File: src/hw/rtl/prpi_ram.sv
`timescale 1ns / 1ps
// ----------------------------------------------------------------------------
// prpi_ram
// Simple dual-port RAM: one write port, one read port, registered read data.
// ----------------------------------------------------------------------------
module prpi_ram #(
  parameter int WIDTH = 8,
  parameter int DEPTH = 2
) (
  input  logic                                         clk,
  input  logic                                         we,
  input  logic [((DEPTH > 1) ? $clog2(DEPTH) : 1)-1:0] waddr,
  input  logic [WIDTH-1:0]                             wdata,
  input  logic [((DEPTH > 1) ? $clog2(DEPTH) : 1)-1:0] raddr,
  output logic [WIDTH-1:0]                             rdata
);

  logic [WIDTH-1:0] mem_r [DEPTH];
  logic [WIDTH-1:0] rdata_r;

  always_ff @(posedge clk) begin
    if (we) begin
      mem_r[waddr] <= wdata;
    end
    rdata_r <= mem_r[raddr];
  end

  assign rdata = rdata_r;

endmodule

File: config.mk
export PLATFORM = sky130hd
export DESIGN_NAME = prpi_ram
export DESIGN_NICKNAME = d
export VERILOG_FILES = /design/src/hw/rtl/prpi_ram.sv
export SDC_FILE = /design/constraint.sdc
export NUM_CORES = 1
export LEC_CHECK = 0
export ABC_AREA = 1
export BUFFER_PORTS_ARGS = -buffer_cell sky130_fd_sc_hd__buf_2
export CORE_MARGIN = 10
export CORE_UTILIZATION = 48
export DETAILED_ROUTE_END_ITERATION = 10
export GPL_TIMING_DRIVEN = 0
export PLACE_DENSITY_LB_ADDON = 0.2
export SETUP_SLACK_MARGIN = 0.05
export SYNTH_ARGS = -nofsm -noshare
export SYNTH_HDL_FRONTEND = slang
export SYNTH_SLANG_ARGS = --single-unit
File: constraint.sdc
create_clock -name clk -period 1.1 [get_ports clk]
set_input_delay 0.165 -clock clk [delete_from_list [all_inputs] [get_ports clk]]
set_output_delay 0.165 -clock clk [all_outputs]
set_load 0.01 [all_outputs]
==> results_tabular.tex, run 1 <==
\begin{tabular}{lr}
\hline
Metric & Value \\
\hline
\multicolumn{2}{l}{\textbf{Run status}} \\
Run status & completed \\
\multicolumn{2}{l}{\textbf{Floorplanning}} \\
Number of top-level design ports & 20 \\
Total die area & between 3000 and 4000 sq um \\
Core Box Area & about 1500 sq um \\
Row cnt & 14 \\
Y dimension of the die & around 60 microns \\
Initial core utilization & around 50\% \\
Width of the chip & about 60 microns \\
\multicolumn{2}{l}{\textbf{Clock tree}} \\
TritonCTS Sinks & 24 \\
Clock transition at path regs & 120 ps \\
Total clock buffers created by CTS & 3 \\
H-tree levels & 1 \\
Number of hold-repair buffers added at the cts stage & 0 \\
Clock root cell & clkbuf\_4 \\
Clock insertion delay at the later pin of the skew report & about 310 ps \\
CTS tree & built \\
Number of gates resized after cts & 0 \\
Max Buffers Root-to-Sink & 2 \\
Setup repair bufs after CTS & 0 \\
\multicolumn{2}{l}{\textbf{Critical path}} \\
Length in cells of the worst reg-to-reg path & 2 \\
Cell with the largest stage delay on the worst path & dfxtp\_1 \\
Critical path arrival & 760 ps \\
Type of the worst setup path & flip-flop to primary output \\
CP startpoint kind & flip-flop \\
Largest stage delay on the critical path & roughly 330 ps \\
Required time at the endpoint of the critical path & around 940 ps \\
Buffer and inverter count on the worst path & 1 \\
Delay-heaviest family, CP & flip-flops \\
Cells along the critical path & buf\_2 \\
CP Depth & 1 \\
Capturing element type of the critical path & primary output \\
Crit Path Max Fanout & 1 \\
\multicolumn{2}{l}{\textbf{Route}} \\
Number of routed nets with antenna violations & 0 \\
First-pass iteration count of the detailed router & 5 \\
Initial drt markers & 1 \\
DRT Wirelength & between 1 and 1.5 mm \\
Routed wire per std cell & between 10 and 15 microns \\
Post-detailed-route via-to-cell ratio & 4.63 \\
Number of remaining DRC errors & 0 \\
Vias post-DR & between 400 and 500 \\
\multicolumn{2}{l}{\textbf{Pwr}} \\
Static leakage power & about 0.40 nW \\
Share of power burned in registers & between 60\% and 70\% \\
Post-route total power & approximately 1.5 mW \\
Proportion of power drawn by combinational gates & approximately 7.3\% \\
P\_sw & 0.311 mW \\
Clock network power share & 24.1\% \\
Peak supply drop & $\sim$1000 uV \\
Share of total power consumed by net switching & about a fifth \\
P per Cell Area & 1700 nW/um\^{}2 \\
Internal power component & between 1 and 1.5 mW \\
\multicolumn{2}{l}{\textbf{Synth}} \\
Number of standard cells after synthesis & between 50 and 60 \\
Sequential area share after synthesis & 84.2\% \\
Share of the synthesized area in the top cell type & between 60\% and 70\% \\
Synth Cell Area & about 760 sq um \\
Number of synthesized register bits & 24 \\
Library cell occupying the most area in the post-synthesis netlist & edfxtp\_1 \\
Synth cell types & 7 \\
Avg Cell Area, Syn & between 10 and 15 sq um \\
Synth Net Count & 66 \\
Synth warn & 0 \\
Largest cells by area after synthesis & edfxtp\_1, dfxtp\_1, nand2\_1 \\
\multicolumn{2}{l}{\textbf{STA}} \\
Setup repair after global routing missed its margin & false \\
Final worst path period share & approximately 84\% \\
Relative slew margins & roughly 57\% \\
Final worst clock skew & between 7 and 8 ps \\
Highest Clock Rate & approximately 1100 MHz \\
Post-route minimum period & a little over 900 ps \\
Worst Tran Pin Value & 650 ps \\
Setup tns final & 0 ps \\
Setup violation total in the final timing report & 0 \\
Crit path setup slack, layout & between 150 and 200 ps \\
Count of final max-slew check failures & 0 \\
Final hold viol count & 0 \\
\multicolumn{2}{l}{\textbf{Cells and area}} \\
Diodes inserted & 0 \\
Fraction of final layout cells with drive strength greater than 1 & between 30\% and 40\% \\
Area added between synthesis and finish & 17.9\% \\
Highest-count cells in the layout ignoring fill and taps & nand2\_1, buf\_2, edfxtp\_1 \\
Most common cell after layout, fill and taps aside & nand2\_1 \\
Number of nets in the final layout & between 80 and 90 \\
\multicolumn{2}{l}{\textbf{GRT}} \\
Global-route congestion overflow total & 0 \\
Largest net degree at the start of global routing & 14 \\
Via count of the first global-routing pass & roughly 440 \\
GRT Total Usage & just under 7\% \\
Global-route wire length before repair & between 1.5 and 2 mm \\
Initial antenna violation count & 0 \\
\multicolumn{2}{l}{\textbf{Placed design}} \\
Global placer's final weighted congestion & 0.645 \\
Dpl ws & -98.2 ps \\
Detailed-placement wirelength estimate & 792 microns \\
Port Buffer Count & 18 \\
\multicolumn{2}{l}{\textbf{Flow run}} \\
Max Cap Viol & 0 \\
\multicolumn{2}{l}{\textbf{Min path}} \\
Number of stages on the worst hold path & 1 \\
Class of the tightest hold or removal check & input pin to flip-flop \\
\hline
\end{tabular}
## routing by layer
metal | GRT usage, % | up-vias | routed length (microns)
met3 | 3.81 | 4 | 108
met1 | 5.90 | 184 | 404
li1 | - | 221 | -
met5 | 0 | - | 0
met4 | 5.77 | 0 | 25
met2 | 11.0 | 17 | 559
## worst paths after layout
check | start | to | slack [ps]
setup reg to reg | mem_r[1][0] | rdata[0] | 500
setup / recovery | rdata[2] | rdata[2] | 180
hold reg to reg | mem_r[0][7] | rdata[7] | 450
hold / removal | wdata[3] | mem_r[1][3] | 30
## final cells by class
type                    instances  area [sq um]
multi-input cells              26          97.6
clock inverters                 1          3.75
flip-flops and latches         24           641
repair buffers                 18          90.1
clock buffers                   3          22.5
inverters                       3          11.3
plain buffers                   1          11.3
well taps                      16          20.0
fillers                       127           609
## cell usage after synthesis (all sizes together)
cell type and instances:
nand2 25, edfxtp 16, dfxtp 8, inv 3, buf 1, nor2 1
## flip-flops by register name, indices dropped and copies added (netlist names)
signal  cells
rdata       8
mem_r      16
## per-stage QoR
step / instance area [sq um] / utilization (%) / std cells / hold slack [ps]
floorplan: 761 / - / 54 / 264
global placement: 871 / 57.8 / 88 / 353
detailed placement: 871 / 57.8 / 88 / 356
CTS: 897 / 59.6 / 92 / 25.8
global route: 897 / 59.6 / 92 / 13.2
finish: 897 / 59.6 / 92 / 34.5
## logic make-up after synthesis
logic type	count (synthesis)	share of synthesized area [%]
buf+inv	4	2.96
flops	24	84.2
simple gates	26	12.8
## power by group through the flow
stage	logic (mW)	clock network (mW)	registers (mW)
after floorplan	0.0417	0	1.08
after global placement	0.111	0	1.06
after detailed placement	0.115	0	1.07
after CTS	0.116	0.384	1.04
after global routing	0.128	0.428	1.05
final	0.111	0.366	1.04
Note: power is estimated with default switching activity, not from simulation.
==> inputs of run 2 (changes only) <==
==> constraint.sdc (replaced) <==
create_clock -name clk -period 0.9 [get_ports clk]
set_input_delay 0.135 -clock clk [delete_from_list [all_inputs] [get_ports clk]]
set_output_delay 0.135 -clock clk [all_outputs]
set_load 0.01 [all_outputs]
==> results_tabular.tex, run 2 (synthesized netlist as in run 1, its figures left out) <==
\begin{tabular}{lr}
\hline
Metric & Value \\
\hline
\multicolumn{2}{l}{\textbf{Critical path}} \\
CP Depth & 1 (unchanged) \\
Type of the worst setup path & flip-flop to primary output \\
Critical Path Start & rdata[3] \\
Worst reg2reg setup slack & 310 ps (-190 ps) \\
Worst flop-to-flop path startpoint & mem\_r[1][7] \\
Cell with the largest stage delay on the worst path & dfxtp\_1 \\
Critical R2R Capture & rdata[7] \\
Critical path arrival & 770 ps (about the same) \\
CP startpoint kind & flip-flop \\
Cells along the critical path & buf\_2 \\
Endpoint of the most critical setup path & rdata[3] \\
Crit Path Max Fanout & 1 (unchanged) \\
Delay-heaviest family, CP & flip-flops \\
Capturing element type of the critical path & primary output \\
Buffer and inverter count on the worst path & 1 (unchanged) \\
Required time at the endpoint of the critical path & 760 ps (-180 ps) \\
Largest stage delay on the critical path & 340 ps (about the same) \\
Length in cells of the worst reg-to-reg path & 2 (unchanged) \\
\multicolumn{2}{l}{\textbf{Route}} \\
Number of routed nets with antenna violations & 0 (unchanged) \\
Post-detailed-route via-to-cell ratio & 4.49 (-2.9\%) \\
Routed wire per std cell & 11.6 microns (-2.8\%) \\
Vias post-DR & 436 (+2.3\%) \\
DRT Wirelength & 1.13 mm (+2.5\%) \\
First-pass iteration count of the detailed router & 2 (-3) \\
Number of remaining DRC errors & 0 (unchanged) \\
Initial drt markers & 4 (+3) \\
\multicolumn{2}{l}{\textbf{Placed design}} \\
Placed cell count & 88 (unchanged) \\
Global placer's final weighted congestion & 0.630 (-2.4\%) \\
Standard cell area after detailed placement & 873 sq um (+0.29\%) \\
Port Buffer Count & 18 (unchanged) \\
\multicolumn{2}{l}{\textbf{Cells and area}} \\
Most common cell after layout, fill and taps aside & nand2\_1 \\
Flip-flop count of the largest register after layout & 16 (unchanged) \\
Fraction of final layout cells with drive strength greater than 1 & 30.9\% (+0.60 points) \\
Final core utilization & 64.0\% (+4.4 points) \\
Diodes inserted & 0 (unchanged) \\
Number of nets in the final layout & 95 (+6.7\%) \\
Largest register by flop count & mem\_r \\
Post-route cell area & 963 sq um (+7.4\%) \\
Post-Layout Cell Count & 97 (+5.4\%) \\
Highest-count cells in the layout ignoring fill and taps & nand2\_1, buf\_2, edfxtp\_1 \\
Area added between synthesis and finish & 26.6\% \\
\multicolumn{2}{l}{\textbf{Clock tree}} \\
TritonCTS Sinks & 24 (unchanged) \\
Clock insertion delay at the later pin of the skew report & 290 ps (-20 ps) \\
Clock root cell & clkbuf\_4 \\
Total clock buffers created by CTS & 3 (unchanged) \\
H-tree levels & 1 (unchanged) \\
CTS tree & built \\
Max Buffers Root-to-Sink & 2 (unchanged) \\
Clock transition at path regs & 110 ps (about the same) \\
\multicolumn{2}{l}{\textbf{GRT}} \\
Global-route congestion overflow total & 0 (unchanged) \\
GRT Total Usage & 6.64\% (-0.16 points) \\
Global-route wire length before repair & 1.68 mm (-3.2\%) \\
Largest net degree at the start of global routing & 13 (-1) \\
Initial antenna violation count & 0 (unchanged) \\
Via count of the first global-routing pass & 412 (-5.9\%) \\
\multicolumn{2}{l}{\textbf{STA}} \\
Setup tns final & -0.566 ps (-0.566 ps) \\
Setup repair after global routing missed its margin & true \\
Crit path setup slack, layout & -0.566 ps (-177 ps) \\
Final worst path period share & 100\% \\
Count of final max-slew check failures & 0 (unchanged) \\
Final worst clock skew & 0.472 ps (-7.37 ps) \\
Setup violation total in the final timing report & 1 (+1) \\
Post-route minimum period & between 900 and 1000 ps \\
Highest Clock Rate & 1110 MHz \\
Worst Tran Pin Value & 410 ps (-239 ps) \\
Relative slew margins & 72.6\% (+16 points) \\
Final hold viol count & 0 (unchanged) \\
\multicolumn{2}{l}{\textbf{Floorplanning}} \\
Initial core utilization & 50.5\% (unchanged) \\
Width of the chip & 59.8 microns (unchanged) \\
Core Box Area & 1510 sq um (unchanged) \\
Number of top-level design ports & 20 (unchanged) \\
Y dimension of the die & 59.8 microns (unchanged) \\
Row cnt & 14 (unchanged) \\
Total die area & 3580 sq um (unchanged) \\
\multicolumn{2}{l}{\textbf{Run status}} \\
Run status & complete, but fails checks \\
Failing checks & setup timing \\
\multicolumn{2}{l}{\textbf{Min path}} \\
Class of the tightest hold or removal check & input pin to flip-flop \\
\multicolumn{2}{l}{\textbf{Pwr}} \\
Static leakage power & 0.429 nW (+6.3\%) \\
P per Cell Area & 1940 nW/um\^{}2 (+14\%) \\
Peak supply drop & 1360 uV (+33\%) \\
\multicolumn{2}{l}{\textbf{Flow run}} \\
Max Cap Viol & 0 (unchanged) \\
\hline
\end{tabular}
==> run 2: cell count changes in the layout (fill, tap and decap cells not counted) <==
cell	previous run	this run
dfxtp_1	8	7
buf_2	18	17
buf_6	1	2
dfxtp_2	0	1
nor2_2	0	1
nor2_1	1	0
dlygate4sd3_1	0	6
clkinv_1	1	0
==> run 2: cell type report <==
class | count | area (sq um)
sequential | 24 | 642
tap | 16 | 20.0
multi-input combinational | 26 | 100
inverter | 3 | 11.3
timing repair buffer | 24 | 156
fill | 118 | 543
clock buffer | 3 | 22.5
buffer | 1 | 11.3
==> run 2: stage by stage <==
| stage | power, mW | hold WS (ps) | setup slack, ps |
|---|---|---|---|
| 2_1_floorplan | 1.37 | 234 | 158 |
| 3_3_place_gp | 1.44 | 322 | -59.7 |
| 3_5_place_dp | 1.44 | 326 | -79.4 |
| 4_1_cts | 1.87 | 3.46 | -3.09 |
| 5_1_grt | 1.98 | 0.173 | -44.7 |
| 6_report | 1.87 | 17.0 | -0.566 |
==> run 2: repair_timing <==
| action | 4_1_cts | 5_1_grt |
|---|---|---|
| cloned | 0 | 0 |
| endpoints found under the setup margin | 8 | 8 |
| buffers inserted | 0 | 0 |
| pin swaps | 0 | 0 |
| resized for setup | 0 | 2 |
| hold buffers | 0 | 6 |
| endpoints found under the hold margin | 0 | 12 |
==> run 2: worst min-delay path by stage <==
stage | start | slack (ps) | cells past startpoint | to
2_1_floorplan | wdata[0] | 230 | 0 | mem_r[0][0]
3_3_place_gp | wdata[7] | 320 | 1 | mem_r[1][7]
3_5_place_dp | wdata[3] | 330 | 1 | mem_r[1][3]
4_1_cts | wdata[3] | 3 | 1 | mem_r[1][3]
5_1_grt | wdata[3] | 0.2 | 1 | mem_r[0][3]
6_report | wdata[3] | 20 | 1 | mem_r[1][3]
==> run 2: power breakdown <==
group          leakage (nW)  switching [mW]  total [mW]  internal (mW)
clock                0.0138           0.273       0.429          0.156
combinational         0.197          0.0834       0.162         0.0785
sequential            0.218          0.0173        1.28           1.26
==> run 2: routing by layer <==
layer	vias up	global-route usage [%]	wire length, microns
li1	231	-	-
met1	192	5.69	379
met2	11	11.2	620
met3	2	3.18	115
met4	0	5.77	9
met5	-	0	0
==> inputs of run 3 (changes only) <==
--- a/config.mk
+++ b/config.mk
@@ -7,8 +7,10 @@
 export LEC_CHECK = 0
 export ABC_AREA = 1
 export BUFFER_PORTS_ARGS = -buffer_cell sky130_fd_sc_hd__buf_2
+export CELL_PAD_IN_SITES_DETAIL_PLACEMENT = 1
+export CELL_PAD_IN_SITES_GLOBAL_PLACEMENT = 2
 export CORE_MARGIN = 10
-export CORE_UTILIZATION = 48
+export CORE_UTILIZATION = 32
 export DETAILED_ROUTE_END_ITERATION = 10
 export GPL_TIMING_DRIVEN = 0
 export PLACE_DENSITY_LB_ADDON = 0.2
==> results_tabular.tex, run 3 (synthesized netlist as in run 1, its figures left out) <==
\begin{tabular}{lr}
\hline
Metric & Value \\
\hline
\multicolumn{2}{l}{\textbf{Critical path}} \\
Cells along the critical path & buf\_2 \\
Delay-heaviest family, CP & flip-flops \\
Largest stage delay on the critical path & 320 ps (-20 ps) \\
CP startpoint kind & flip-flop \\
Length in cells of the worst reg-to-reg path & 2 (unchanged) \\
Critical path arrival & 750 ps (-20 ps) \\
Crit Path Max Fanout & 1 (unchanged) \\
Critical Path Start & rdata[0] \\
Worst reg2reg setup slack & 290 ps (-20 ps) \\
Cell with the largest stage delay on the worst path & dfxtp\_1 \\
Worst flop-to-flop path startpoint & mem\_r[0][2] \\
Capturing element type of the critical path & primary output \\
Buffer and inverter count on the worst path & 1 (unchanged) \\
Critical R2R Capture & rdata[2] \\
Required time at the endpoint of the critical path & 760 ps (about the same) \\
Type of the worst setup path & flip-flop to primary output \\
\multicolumn{2}{l}{\textbf{STA}} \\
Setup repair after global routing missed its margin & true \\
Worst hold slack across all endpoints & 11.2 ps (-5.82 ps) \\
Setup violation total in the final timing report & 0 (-1) \\
Worst Tran Pin Value & 430 ps (+19.8 ps) \\
Final worst clock skew & 3.67 ps (+3.20 ps) \\
Final worst path period share & 98.7\% (-1.4 points) \\
Highest Clock Rate & 1130 MHz (+1.4\%) \\
Setup tns final & 0 ps (+0.566 ps) \\
Count of final max-slew check failures & 0 (unchanged) \\
Relative slew margins & 71.3\% (-1.3 points) \\
Final hold viol count & 0 (unchanged) \\
Crit path setup slack, layout & 11.7 ps (+12.3 ps) \\
Post-route minimum period & 888 ps (-12.3 ps) \\
\multicolumn{2}{l}{\textbf{Clock tree}} \\
CTS tree & built \\
TritonCTS Sinks & 24 (unchanged) \\
Max Buffers Root-to-Sink & 2 (unchanged) \\
Clock insertion delay at the later pin of the skew report & 310 ps (+20 ps) \\
Clock transition at path regs & 120 ps (about the same) \\
Total clock buffers created by CTS & 3 (unchanged) \\
Clock root cell & clkbuf\_4 \\
H-tree levels & 1 (unchanged) \\
\multicolumn{2}{l}{\textbf{Cells and area}} \\
Largest register by flop count & mem\_r \\
Highest-count cells in the layout ignoring fill and taps & nand2\_1, buf\_2, edfxtp\_1 \\
Most common cell after layout, fill and taps aside & nand2\_1 \\
Area added between synthesis and finish & 31.4\% \\
Number of nets in the final layout & 96 (+1.1\%) \\
Fillcell total & 248 (+110\%) \\
Register cell area after layout & 643 sq um (+0.19\%) \\
Fraction of final layout cells with drive strength greater than 1 & 31.3\% (+0.46 points) \\
Diodes inserted & 0 (unchanged) \\
Flip-flop count of the largest register after layout & 16 (unchanged) \\
Total area of multi-input combinational cells & 100 sq um (unchanged) \\
\multicolumn{2}{l}{\textbf{Min path}} \\
Worst hold start & wdata[3] \\
Worst hold endpoint & mem\_r[1][3] \\
Class of the tightest hold or removal check & input pin to flip-flop \\
Number of stages on the worst hold path & 1 (unchanged) \\
\multicolumn{2}{l}{\textbf{Pwr}} \\
Peak supply drop & 989 uV (-27\%) \\
Static leakage power & 0.437 nW (+1.8\%) \\
P per Cell Area & 1920 nW/um\^{}2 (-1.3\%) \\
\multicolumn{2}{l}{\textbf{GRT}} \\
GR met3 Demand/Resource & 4.19\% (+1.0 points) \\
Largest net degree at the start of global routing & 14 (+1) \\
Most crowded layer after global routing & met2 \\
Met2 track utilization from global routing & 10.1\% (-1.0 points) \\
M1 GR Usage & 6.01\% (+0.32 points) \\
Global-route congestion overflow total & 0 (unchanged) \\
Via count of the first global-routing pass & 468 (+14\%) \\
GRT Total Usage & 6.24\% (-0.41 points) \\
Initial antenna violation count & 0 (unchanged) \\
Global-route wire length before repair & 2.01 mm (+20\%) \\
\multicolumn{2}{l}{\textbf{Floorplanning}} \\
Initial core utilization & 34.1\% (-16 points) \\
Total die area & 4730 sq um (+32\%) \\
Core Box Area & 2230 sq um (+48\%) \\
Row cnt & 17 (+3) \\
Width of the chip & 68.8 microns (+15\%) \\
Y dimension of the die & 68.8 microns (+15\%) \\
Number of top-level design ports & 20 (unchanged) \\
\multicolumn{2}{l}{\textbf{Route}} \\
Number of remaining DRC errors & 0 (unchanged) \\
Routed wire per std cell & 12.2 microns (+5.2\%) \\
Post-detailed-route via-to-cell ratio & 4.20 (-6.6\%) \\
Initial drt markers & 2 (-2) \\
Vias post-DR & 466 (+6.9\%) \\
DRT Wirelength & 1.35 mm (+20\%) \\
First-pass iteration count of the detailed router & 2 (unchanged) \\
Number of routed nets with antenna violations & 0 (unchanged) \\
\multicolumn{2}{l}{\textbf{Placed design}} \\
Global placer's final weighted congestion & 0.628 (-0.37\%) \\
Port Buffer Count & 18 (unchanged) \\
Dpl ws & -97.1 ps (-17.7 ps) \\
\multicolumn{2}{l}{\textbf{Run status}} \\
Run status & completed \\
\multicolumn{2}{l}{\textbf{Flow run}} \\
Max Cap Viol & 0 (unchanged) \\
\hline
\end{tabular}
[run 3: cell types whose count changed in the layout (fill, tap and decap cells not counted), sizes merged]
cell	delta
clkinv	+1
dlygate4sd3	+1
[run 3: timing repair]
item | CTS | global route
setup endpoints to repair | 8 | 8
setup buffers | 0 | 0
hold buffers | 3 | 4
hold endpoints to repair | 6 | 8
pin swaps | 0 | 0
gates resized for setup | 0 | 4
cloned | 0 | 0
[run 3: per-stage QoR]
| step | cell area [sq um] | total power, mW | std cells | util, % |
|---|---|---|---|---|
| final | 1000 | 1.91 | 111 | 44.8 |
| after global routing | 1000 | 2.02 | 111 | 44.8 |
| after CTS | 945 | 1.92 | 107 | 42.3 |
| after detailed placement | 888 | 1.45 | 100 | 39.8 |
| after global placement | 888 | 1.44 | 100 | 39.8 |
| after floorplan | 763 | 1.37 | 54 | - |
[run 3: area by class of cell]
type                            count  area share (%)
Sequential cell                    24            64.3
Clock inverter                      1           0.375
Timing Repair Buffer               25            17.3
Multi-Input combinational cell     26            10.0
Clock buffer                        3            2.25
Inverter                            3            1.13
Buffer                              1            1.13
Tap cell                           28            3.50
[run 3: worst reg2reg max path, cell delays in order (launching register included)]
cell and delay (ps):
edfxtp_1 390, nand2_1 80, nand2_1 50
[run 3: per-layer routing]
| metal | vias up | share of wire, % | wire, microns |
|---|---|---|---|
| met5 | - | 0 | 0 |
| met4 | 0 | 1.3 | 17 |
| met3 | 2 | 7.8 | 106 |
| met2 | 15 | 53 | 719 |
| met1 | 217 | 38 | 510 |
| li1 | 232 | - | - |
[run 3: report_power, final]
group	internal (mW)	total (mW)	switching, mW
combinational	0.0858	0.173	0.0869
sequential	1.26	1.28	0.0183
clock	0.162	0.462	0.300
[run 3: worst max path at each step]
stage	end	slack, ps	depth (start not counted)
2_1_floorplan	mem_r[0][0]	160	2
3_3_place_gp	mem_r[0][6]	-90	2
3_5_place_dp	mem_r[0][3]	-100	3
4_1_cts	rdata[0]	-4	1
5_1_grt	rdata[3]	-40	1
6_report	rdata[0]	10	1
